==> src/rtl/fa_tlb_pkg.sv <==
// types and codes shared by the translation buffer modules
`default_nettype none

package fa_tlb_pkg;

  localparam int unsigned PageW  = 36;
  localparam int unsigned EntryW = 32;
  localparam int unsigned OpW    = 2;

  typedef enum logic [OpW-1:0] {
    OP_LOOKUP = 2'd0,
    OP_ADD    = 2'd1,
    OP_FLUSH  = 2'd2
  } opcode_e;

  typedef struct packed {
    logic [OpW-1:0]    opcode;
    logic [PageW-1:0]  virt_page;
    logic [EntryW-1:0] entry_in;
  } in_word_t;

  typedef struct packed {
    logic              hit;
    logic [EntryW-1:0] entry_out;
    logic              evicted;
  } out_word_t;

  typedef struct packed {
    logic capture;
    logic exec;
  } dp_cmd_t;

endpackage

`default_nettype wire

==> src/rtl/fa_tlb_ram.sv <==
// generic single-port ram with registered read
`default_nettype none

module fa_tlb_ram #(
  parameter int unsigned Width = 32,
  parameter int unsigned Depth = 16
) (
  input  wire logic                                     clk_i,
  input  wire logic                                     en_i,
  input  wire logic                                     we_i,
  input  wire logic [(Depth > 1 ? $clog2(Depth) : 1)-1:0] addr_i,
  input  wire logic [Width-1:0]                         wdata_i,
  output logic      [Width-1:0]                         rdata_o
);

  logic [Width-1:0] mem_q [Depth];
  logic [Width-1:0] rdata_q;

  always_ff @(posedge clk_i) begin
    if (en_i) begin
      if (we_i) begin
        mem_q[addr_i] <= wdata_i;
      end else begin
        rdata_q <= mem_q[addr_i];
      end
    end
  end

  assign rdata_o = rdata_q;

endmodule

`default_nettype wire

==> src/rtl/fa_tlb_ctrl.sv <==
// handshake and sequencing state machine
`default_nettype none

module fa_tlb_ctrl (
  input  wire logic          clk_i,
  input  wire logic          rst_ni,
  input  wire logic          in_valid_i,
  output logic               in_ready_o,
  output logic               out_valid_o,
  input  wire logic          out_ready_i,
  output fa_tlb_pkg::dp_cmd_t cmd_o
);

  import fa_tlb_pkg::*;

  typedef enum logic [2:0] {
    ST_IDLE = 3'b001,
    ST_EXEC = 3'b010,
    ST_RESP = 3'b100
  } state_e;

  state_e state_q, state_d;
  logic   accept;

  assign in_ready_o  = (state_q == ST_IDLE) || ((state_q == ST_RESP) && out_ready_i);
  assign accept      = in_valid_i && in_ready_o;
  assign out_valid_o = (state_q == ST_RESP);

  always_comb begin
    state_d = state_q;
    unique case (state_q)
      ST_IDLE: begin
        if (accept) state_d = ST_EXEC;
      end
      ST_EXEC: begin
        state_d = ST_RESP;
      end
      ST_RESP: begin
        if (out_ready_i) state_d = accept ? ST_EXEC : ST_IDLE;
      end
      default: begin
        state_d = ST_IDLE;
      end
    endcase
  end

  always_ff @(posedge clk_i or negedge rst_ni) begin
    if (!rst_ni) begin
      state_q <= ST_IDLE;
    end else begin
      state_q <= state_d;
    end
  end

  assign cmd_o.capture = accept;
  assign cmd_o.exec    = (state_q == ST_EXEC);

  a_exec_then_resp: assert property (@(posedge clk_i) disable iff (!rst_ni)
    cmd_o.exec |=> out_valid_o)
    else $error("execute cycle not followed by result");

  a_no_accept_in_exec: assert property (@(posedge clk_i) disable iff (!rst_ni)
    cmd_o.exec |-> !cmd_o.capture)
    else $error("word accepted during execute");

  a_resp_holds: assert property (@(posedge clk_i) disable iff (!rst_ni)
    (out_valid_o && !out_ready_i) |=> (out_valid_o && !cmd_o.exec))
    else $error("result dropped while stalled");

endmodule

`default_nettype wire

==> src/rtl/fa_tlb_dp.sv <==
// tag cam, recency matrix, valid bits and entry ram
`default_nettype none

module fa_tlb_dp #(
  parameter int unsigned ENTRIES = 16
) (
  input  wire logic                 clk_i,
  input  wire logic                 rst_ni,
  input  wire fa_tlb_pkg::dp_cmd_t  cmd_i,
  input  wire fa_tlb_pkg::in_word_t in_word_i,
  output fa_tlb_pkg::out_word_t     out_word_o
);

  import fa_tlb_pkg::*;

  localparam int unsigned IdxW = (ENTRIES > 1) ? $clog2(ENTRIES) : 1;

  logic [OpW-1:0]     op_q;
  logic [PageW-1:0]   page_q;
  logic [EntryW-1:0]  word_q;
  logic [PageW-1:0]   tag_q [ENTRIES];
  logic [ENTRIES-1:0] slot_valid_q;
  // mr_q[i][j] set: slot i is more recent than slot j
  logic [ENTRIES-1:0] mr_q [ENTRIES];
  logic [ENTRIES-1:0] mr_d [ENTRIES];
  logic [ENTRIES-1:0] col  [ENTRIES];
  logic               hit_q, evict_q;

  logic [ENTRIES-1:0] match, best_oh, victim_oh, sel_oh;
  logic [IdxW-1:0]    best_idx, victim_idx;
  logic               is_lookup, is_add, is_flush, any_hit, upd;
  logic [EntryW-1:0]  rdata;

  assign is_lookup = (op_q == OP_LOOKUP);
  assign is_add    = (op_q == OP_ADD);
  assign is_flush  = (op_q == OP_FLUSH);

  always_comb begin
    for (int i = 0; i < ENTRIES; i++) begin
      match[i] = slot_valid_q[i] && (tag_q[i] == page_q);
      for (int j = 0; j < ENTRIES; j++) begin
        col[i][j] = mr_q[j][i];
      end
    end
  end

  always_comb begin
    best_oh    = '0;
    victim_oh  = '0;
    best_idx   = '0;
    victim_idx = '0;
    for (int i = 0; i < ENTRIES; i++) begin
      best_oh[i]   = match[i] && !(|(match & col[i]));
      victim_oh[i] = &(col[i] | (ENTRIES'(1) << i));
    end
    for (int i = 0; i < ENTRIES; i++) begin
      if (best_oh[i])   best_idx   = best_idx   | IdxW'(i);
      if (victim_oh[i]) victim_idx = victim_idx | IdxW'(i);
    end
  end

  assign any_hit = |match;
  assign upd     = cmd_i.exec && ((is_lookup && any_hit) || is_add);
  assign sel_oh  = is_add ? victim_oh : best_oh;

  always_comb begin
    for (int i = 0; i < ENTRIES; i++) begin
      mr_d[i] = mr_q[i];
    end
    if (cmd_i.exec && is_flush) begin
      for (int i = 0; i < ENTRIES; i++) begin
        for (int j = 0; j < ENTRIES; j++) begin
          mr_d[i][j] = (i < j);
        end
      end
    end else if (upd) begin
      for (int i = 0; i < ENTRIES; i++) begin
        for (int j = 0; j < ENTRIES; j++) begin
          if (i != j) begin
            if (sel_oh[i]) begin
              mr_d[i][j] = 1'b1;
            end else if (sel_oh[j]) begin
              mr_d[i][j] = 1'b0;
            end
          end
        end
      end
    end
  end

  always_ff @(posedge clk_i or negedge rst_ni) begin
    if (!rst_ni) begin
      slot_valid_q <= '0;
      for (int i = 0; i < ENTRIES; i++) begin
        for (int j = 0; j < ENTRIES; j++) begin
          mr_q[i][j] <= (i < j);
        end
      end
    end else begin
      for (int i = 0; i < ENTRIES; i++) begin
        mr_q[i] <= mr_d[i];
      end
      if (cmd_i.exec && is_flush) begin
        slot_valid_q <= '0;
      end else if (cmd_i.exec && is_add) begin
        slot_valid_q <= slot_valid_q | victim_oh;
      end
    end
  end

  always_ff @(posedge clk_i) begin
    if (cmd_i.capture) begin
      op_q   <= in_word_i.opcode;
      page_q <= in_word_i.virt_page;
      word_q <= in_word_i.entry_in;
    end
    if (cmd_i.exec) begin
      hit_q   <= is_lookup && any_hit;
      evict_q <= is_add && (|(victim_oh & slot_valid_q));
      for (int i = 0; i < ENTRIES; i++) begin
        if (is_add && victim_oh[i]) tag_q[i] <= page_q;
      end
    end
  end

  fa_tlb_ram #(
    .Width(EntryW),
    .Depth(ENTRIES)
  ) u_entry_ram (
    .clk_i  (clk_i),
    .en_i   (upd),
    .we_i   (is_add),
    .addr_i (is_add ? victim_idx : best_idx),
    .wdata_i(word_q),
    .rdata_o(rdata)
  );

  assign out_word_o.hit       = hit_q;
  assign out_word_o.entry_out = hit_q ? rdata : '0;
  assign out_word_o.evicted   = evict_q;

  a_victim_onehot: assert property (@(posedge clk_i) disable iff (!rst_ni)
    $onehot(victim_oh))
    else $error("recency order lost its least recent slot");

  a_best_onehot0: assert property (@(posedge clk_i) disable iff (!rst_ni)
    $onehot0(best_oh) && (any_hit == (|best_oh)))
    else $error("hit select not unique");

  a_invalid_is_oldest: assert property (@(posedge clk_i) disable iff (!rst_ni)
    (|(victim_oh & slot_valid_q)) |-> (&slot_valid_q))
    else $error("valid slot chosen while an empty slot exists");

  a_add_sets_valid: assert property (@(posedge clk_i) disable iff (!rst_ni)
    (cmd_i.exec && is_add) |=> (|(slot_valid_q & $past(victim_oh))))
    else $error("added slot not marked valid");

endmodule

`default_nettype wire

==> src/rtl/fully_associative_lru_tlb_top.sv <==
// fully associative translation buffer with lru replacement, top level
//
//   channel   direction  handshake                 word
//   in        sink       in_valid_i / in_ready_o   fa_tlb_pkg::in_word_t
//   out       source     out_valid_o / out_ready_i fa_tlb_pkg::out_word_t
//
// a word is accepted, then executed (parallel tag compare and recency update),
// and its result is valid the cycle after, once the entry ram read has landed.
// a new word is accepted in the cycle its predecessor's result is taken, so the
// block holds one word at a time.
// reset clears the valid bits and restores slot order at once, no sweep.
// a stalled result holds its word and blocks new input until taken.
`default_nettype none

module fully_associative_lru_tlb_top #(
  parameter int unsigned ENTRIES = 16
) (
  input  wire logic                 clk_i,
  input  wire logic                 rst_ni,
  input  wire logic                 in_valid_i,
  output logic                      in_ready_o,
  input  wire fa_tlb_pkg::in_word_t in_word_i,
  output logic                      out_valid_o,
  input  wire logic                 out_ready_i,
  output fa_tlb_pkg::out_word_t     out_word_o
);

  import fa_tlb_pkg::*;

  dp_cmd_t cmd;

  fa_tlb_ctrl u_ctrl (
    .clk_i      (clk_i),
    .rst_ni     (rst_ni),
    .in_valid_i (in_valid_i),
    .in_ready_o (in_ready_o),
    .out_valid_o(out_valid_o),
    .out_ready_i(out_ready_i),
    .cmd_o      (cmd)
  );

  fa_tlb_dp #(
    .ENTRIES(ENTRIES)
  ) u_dp (
    .clk_i     (clk_i),
    .rst_ni    (rst_ni),
    .cmd_i     (cmd),
    .in_word_i (in_word_i),
    .out_word_o(out_word_o)
  );

endmodule

`default_nettype wire

==> config.mk <==
export PLATFORM = sky130hd
export DESIGN_NAME = fully_associative_lru_tlb_top
export DESIGN_NICKNAME = d
export VERILOG_FILES = /design/src/rtl/fa_tlb_pkg.sv /design/src/rtl/fa_tlb_ram.sv /design/src/rtl/fa_tlb_ctrl.sv /design/src/rtl/fa_tlb_dp.sv /design/src/rtl/fully_associative_lru_tlb_top.sv
export SDC_FILE = /design/constraint.sdc
export NUM_CORES = 2
export LEC_CHECK = 0
export ABC_AREA = 1
export BUFFER_PORTS_ARGS = -buffer_cell sky130_fd_sc_hd__buf_2
export CORE_MARGIN = 1.5
export CORE_UTILIZATION = 26
export CTS_BUF_LIST = sky130_fd_sc_hd__clkbuf_8 sky130_fd_sc_hd__clkbuf_16
export CTS_CLUSTER_DIAMETER = 80
export DETAILED_ROUTE_END_ITERATION = 7
export GPL_ROUTABILITY_DRIVEN = 0
export PLACE_DENSITY_LB_ADDON = 0.08
export SETUP_SLACK_MARGIN = 0.05
export SYNTH_ARGS = -nofsm -noshare
export SYNTH_HDL_FRONTEND = slang
export SYNTH_HIERARCHICAL = 1
export SYNTH_SLANG_ARGS = --single-unit
==> constraint.sdc <==
create_clock -name clk_i -period 9.2 [get_ports clk_i]
set_input_delay 1.84 -clock clk_i [delete_from_list [all_inputs] [get_ports clk_i]]
set_output_delay 1.84 -clock clk_i [all_outputs]
set_load 0.1 [all_outputs]
======== Yosys cells after proc, flatten, opt, wreduce, memory -nomap -nowiden ========
Memories as Yosys holds them, arrays and structs flattened. A register that Yosys moved wholly into a read port is not among the register bits.
Index checks and enable logic that the tools add are counted.
word-level totals
  bits in registers ....................... 331
  bits in writable memories ............... 1088
  bits of input ports ..................... 74
  output and inout bits ................... 36
  memories ................................ 2
cells by class
  equal/unequal tests ..................... 23
  multiplexer cells ....................... 380
  bitwise gates (word level) .............. 19
  reduce and logical (&&, ||, !) cells .... 352
memory list
  name                    words  width  rd ports  clocked after memory_dff  wr ports  RTL line          source
  u_dp.tag_q              16     36     16        0                         16        fa_tlb_dp.sv:21   logic [PageW-1:0] tag_q [ENTRIES];
  u_dp.u_entry_ram.mem_q  16     32     1         1                         1         fa_tlb_ram.sv:16  logic [Width-1:0] mem_q [Depth];
operator list
  operator              number
  $eq A36 B36 Y1        16
  $mux W14              30
  $reduce_bool A3 Y1    120
  $mux W1               309
  $reduce_or A16 Y1     18
  $and A16 B16 Y16      16
  $reduce_and A2 Y1     122
  $reduce_and A15 Y1    16
  $mux W4               17
  $mux W15              4
  $logic_and A1 B1 Y1   55
  $mux W16              3
  $mux W32              1
  $mux W3               10
  $and A16 B15 Y16      1
  $logic_not A1 Y1      16
  $or A16 B16 Y16       1
  $mux W2               5
  $pmux W3 S3           1
  $ne A2 B1 Y1 const B  2
  $reduce_bool A2 Y1    2
  $eq A3 B1 Y1 const B  1
  $eq A3 B2 Y1 const B  1
  $eq A3 B3 Y1 const B  1
  other kinds (5)       6

======== Depth between registers and ports, before layout ========
An unclocked memory read counts as a cell.
  depth in word-level cells ............... 23
  gate-level depth with buffers ........... 34

======== Cells and area by module ========
Netlist, hierarchy kept.
by module, submodules not included
  module       times used  cells each  area each (um^2)  sequential area each (um^2)
  fa_tlb_dp    1           6046        48147.4           26015.0
  fa_tlb_ram   1           2117        22549.1           16335.7
  fa_tlb_ctrl  1           28          198.9             76.3

======== Worst setup path after synthesis ========
No wires, ideal clock.
  path type ............................... flip-flop to flip-flop
  start ................................... register u_dp.page_q[23]
  end ..................................... memory u_dp.u_entry_ram.mem_q[4][0], enable pin
  data arrival time ....................... 4.341 ns
  required time ........................... 8.779 ns
  slack ................................... 4.438 ns
  cell stages (with the launch flop) ...... 24
  path buffers ............................ 4
  period minus slack after synthesis ...... 4.762 ns
  cells stage by stage .................... edfxtp_1 -> buf_4 -> buf_4 -> nand2_1 -> o21ai_0 -> nor2_1 -> nand2_1 -> nor2_1 -> nand3_1 -> nor2_4 -> buf_4 -> nand2_1 -> nor2_1 -> nand2_1 -> nor2_1 -> nor2_2 -> nand3b_1 -> nor2_1 -> nor2_1 -> inv_1 -> nor2_1 -> buf_2 -> inv_1 -> nor2_1
on the way
  longest elaborated chain between the ends .. 22
ends and longest elaborated chain
  element                   RTL line          source
  start: declaration        fa_tlb_dp.sv:19   logic [PageW-1:0] page_q;
  start signal: assignment  fa_tlb_dp.sv:114  page_q <= in_word_i.virt_page;
  $eq A36 B36 Y1            fa_tlb_dp.sv:40   match[i] = slot_valid_q[i] && (tag_q[i] == page_q);
  $logic_and A1 B1 Y1       fa_tlb_dp.sv:40
  $and A16 B16 Y16          fa_tlb_dp.sv:53   best_oh[i] = match[i] && !(|(match & col[i]));
  $reduce_or A16 Y1         fa_tlb_dp.sv:53
  $logic_not A1 Y1          fa_tlb_dp.sv:53
  $logic_and A1 B1 Y1       fa_tlb_dp.sv:53
  $mux W1                   fa_tlb_dp.sv:57   if (best_oh[i]) best_idx = best_idx | IdxW'(i);
  $mux W2 (2 in a row)      fa_tlb_dp.sv:57
  $mux W3 (4 in a row)      fa_tlb_dp.sv:57
  $mux W4 (8 in a row)      fa_tlb_dp.sv:57
  $mux W4                   fa_tlb_dp.sv:133  .addr_i (is_add ? victim_idx : best_idx),
  end: declaration          fa_tlb_ram.sv:16
Several ways; a longest one is shown, not always the timed one.

======== Worst setup path after layout ========
  start ................................... register u_dp.page_q[18]
  end ..................................... memory u_dp.u_entry_ram.mem_q[7][27], enable pin
The elaborated chain is that of the path after synthesis.

==> out/qor_table.md <==
| Group | Quantity | Reported |
| --- | --- | --- |
| synthesis | Total standard cell area after synthesis | 0.0709 sq mm |
| sta | Achievable clock frequency | 132 MHz |
| global routing | Overall routing resource usage | 22.2% |
| pwr | Total power consumption of the routed design | 0.0201 W |
| detailed routing | Remaining routing DRC violations | 0 |
| sta | Pin slew with the least headroom to its limit | 1.35 ns |
| clock network | H-Tree Level Count | 4 |
| detailed routing | Number of nets with antenna violations after routing | 0 |
| detailed routing | Overall routed net length | 313 mm |
| detailed routing | Drt first-iter violations | 5861 |
| die | Area of the die | 0.276 sq mm |
| critical path | Data arrival time of the critical path | 8.07 ns |
| sta | Final count of hold timing violations | 0 |
| critical path | Nature of the critical path startpoint | register |
| synthesis | Synthesized area divided by synthesized cell count | 8.66 sq um |
| sta | Shortest clock period the worst path allows after layout | 7.56 ns |
| pwr | Static leakage | 36.2 nW |
| cells and area | Share of the core filled with cells | 30.1% |
| clock network | Number of buffers inserted to repair setup after CTS | 0 |
| synthesis | Cell taking the most area after synthesis | sky130_fd_sc_hd__edfxtp_1 |
| placed design | Port bufs | 109 |
| die | Die span in x | 525 um |
| cells and area | Most common library cell in the layout ignoring fill and taps | sky130_fd_sc_hd__nand2_1 |
| cells and area | Share of final-layout standard cells stronger than drive strength 1 | 9.32% |
| clock network | Number of buffers between clock root and the deepest sink | 4 |
| sta | Post-route clock skew | 0.0898 ns |
| placed design | Post-place setup slack | 1.64 ns |
| critical path | Worst Path Class, Setup | register to register |
| clock network | Root Buffer | sky130_fd_sc_hd__clkbuf_16 |
| critical path | Type of element capturing the critical path | register |
| pwr | VDD IR max | 0.149 mV |
| die | Core ar. | 0.271 sq mm |
| synthesis | Mapped Cells | 8191 |
| sta | Max Transition Viols Final | 0 |
| synthesis | Count of distinct cell types in the synthesized netlist | 49 |
| sta | Unrepaired setup endpoints after global routing | no |
| cells and area | Register area | 0.0424 sq mm |
| sta | Final setup vio count | 0 |
| clock network | Number of hold buffers added after cts | 0 |
| clock network | Post-cts resize count | 0 |
| sta | Total Negative Setup Slacks | 0 ns |
| die | Starting utilization of the core area | 26.2% |
| pwr | Power density cells | 246 mW/mm^2 |
| die | Standard-cell row count | 191 |
| critical path | Critical Path RT | 9.72 ns |
| synthesis | Synthesis Warnings | 6 |
| critical path | Series of cell instances along the critical path | inv_2, nand2_1, nand2_1, nor2_1, nand2_1, nor2_1, nand3_1, nor2_4, buf_4, nand2_1, nor2_1, nand2_1, nor2_1, nor2_1, nand3_1, nor2_1, nor2_4, buf_12, nand3_1, nor2_4, buf_4 |
| cells and area | Post-synthesis to final-layout area growth | 15.0% |
| placed design | HPWL after detailed placement | 201 mm |
| cells and area | Most frequent cells in the layout | 3898 x sky130_fd_sc_hd__nand2_1, 1192 x sky130_fd_sc_hd__edfxtp_1, 778 x sky130_fd_sc_hd__inv_1, 773 x sky130_fd_sc_hd__nor2_1, 299 x sky130_fd_sc_hd__nand3_1 |
| critical path | Most frequent cell on the critical path | sky130_fd_sc_hd__nor2_1 |
| detailed routing | DRT Pass-1 Iters | 7 |
| clock network | TritonCTS Buffers | 186 |
| clock network | Insertion delay to the later sink of the worst-skew pair | 0.88 ns |
| run status | Outcome | complete, no violations |
| min path | Path category of the worst min-delay check | register to register |
| sta | Share of the clock period used by the worst path | 82.1% |
| synthesis | Fraction of synthesized cell area taken by the top area cell type | 50.5% |
| detailed routing | Vias per inst | 4.74 |
| global routing | Maximum number of pins on one net before global-route repair | 159 |
| cells and area | Combined area of the multi-input logic cells | 0.0239 sq mm |
| cells and area | Final nets | 8436 |
| sta | Remaining max-slew budget at the tightest pin | 10.0% |
| clock network | Register clock-pin slew on the reported worst setup and hold paths | 0.06 ns |
| global routing | Gr ovfl total | 0 |
| cells and area | Number of inserted filler cells in the final layout | 28732 |
| die | Number of placed I/O pins | 110 |
| global routing | Wire length of the first global-routing pass | 436 mm |
| flow run | Max Cap Viol | 0 |
| synthesis | Main area contributors after synthesis | sky130_fd_sc_hd__edfxtp_1 50%, sky130_fd_sc_hd__nand2_1 21%, sky130_fd_sc_hd__dfrtp_1 4.9%, sky130_fd_sc_hd__dfstp_2 4.5%, sky130_fd_sc_hd__nor2_1 4.3% |
| detailed routing | Via total after detailed routing | 57258 |
| synthesis | Sequential fraction of the synthesis area | 59.8% |
| global routing | Initial antenna violation count | 24 |
| detailed routing | Post-DR wirelength/cell | 25.9 um |
| critical path | Critical-path maximum fanout | 158 |
| sta | Worst Slack Setup Final | 1.64 ns |
| critical path | Worst stage delay on the critical path | 1.25 ns |
| die | Die Ht | 525 um |
| global routing | Number of global-route vias before repair | 55447 |
| clock network | Clock tree from TritonCTS | done |
| clock network | Total clock sinks | 1451 |
| synthesis | Flop and latch count out of synthesis | 1451 |
| synthesis | Syn nets | 8265 |
| critical path | Slowest library cell on the worst path | sky130_fd_sc_hd__edfxtp_1 |
## through the flow
step | area (sq um) | hold slack, ns | instances
after floorplan | 70900 | 0.449 | 8191
after global placement | 75600 | 0.464 | 11744
after detailed placement | 75600 | 0.462 | 11744
after CTS | 81500 | 0.472 | 12078
after global routing | 81500 | 0.488 | 12079
final | 81500 | 0.474 | 12085
## worst max-delay path, delay by kind of cell (launching register included)
kind | cells | cell delay, ns
buf+inv | 4 | 1.87
flops | 1 | 1.25
simple gates | 17 | 3.79
## per-layer routing
layer | global-route usage [%] | up-vias | share of wire (%)
met5 | 0 | - | 0
met4 | 7.17 | 0 | 3.3
met3 | 2.57 | 481 | 5.9
met2 | 34.2 | 1999 | 44
met1 | 32.3 | 28378 | 47
li1 | - | 26400 | -
## registers in the layout (all words and copies together) (netlist names)
name,cells
u_dp/col,240
u_dp/u_entry_ram/mem_q,512
u_dp/tag_q,576
u_dp/u_entry_ram/rdata_o,32
u_ctrl/state_q,3
u_dp/op_q,2
u_dp/word_q,32
u_dp/evict_q,1
u_dp/hit_q,1
u_dp/slot_valid_q,16
u_dp/page_q,36
## cell usage after synthesis, drive strengths merged
library cell and instances:
clkinv 1, edfxtp 1192, nand2 3918, nor3b 3, o2111ai 1, nand4 132, nor2 837, o21ai 240
dfrtp 138, or4 2, and3 6, o21bai 1, nand2b 1, o211ai 2, a21oi 27, o22ai 32
or2 12, nand3 312, nand3b 13, inv 771, dfstp 121, and2 24, nor3 13, xnor2 69
clkbuf 24, xor2 36, buf 251, a21boi 3, nor4 9
## layout make-up
class / count / share of cell area, %
clock buffer: 195 / 5.90
tap: 3570 / 5.48
timing repair buffer: 258 / 2.30
clock inverter: 139 / 1.35
antenna: 7 / 0.0215
sequential: 1451 / 52.1
multi-input combinational: 5693 / 29.3
inverter: 772 / 3.60
## power by group
part	total (W)	leakage [nW]	internal (W)	switching, W
clock network	0.00722	3.09	0.00421	0.00301
logic	0.00419	19.2	0.000929	0.00326
registers	0.00868	13.9	0.00803	0.000657
## logic make-up after synthesis
group / after synthesis / share of synthesized area, %
DFF: 1451 / 59.8
and+or+nand+nor: 5282 / 29.7
xor gates and xnor gates: 105 / 1.30
AOI/OAI and AO/OA: 306 / 2.29
buffers and inverters: 1047 / 6.91
## final timing paths
kind / from / end / slack [ns] / cells past startpoint
max in group asynchronous: rst_ni / u_dp/col[31] / 6.76 / 2
setup reg to reg: u_dp/page_q[18] / u_dp/u_entry_ram/mem_q[7][27] / 1.64 / 21
hold / removal: u_dp/col[34] / u_dp/col[34] / 0.47 / 2
min in group asynchronous: rst_ni / u_dp/col[188] / 1.02 / 1
setup / recovery: u_dp/page_q[18] / u_dp/u_entry_ram/mem_q[7][27] / 1.64 / 21
hold reg to reg: u_dp/col[34] / u_dp/col[34] / 0.47 / 2
No activity file was read; power rests on OpenSTA's default activity.
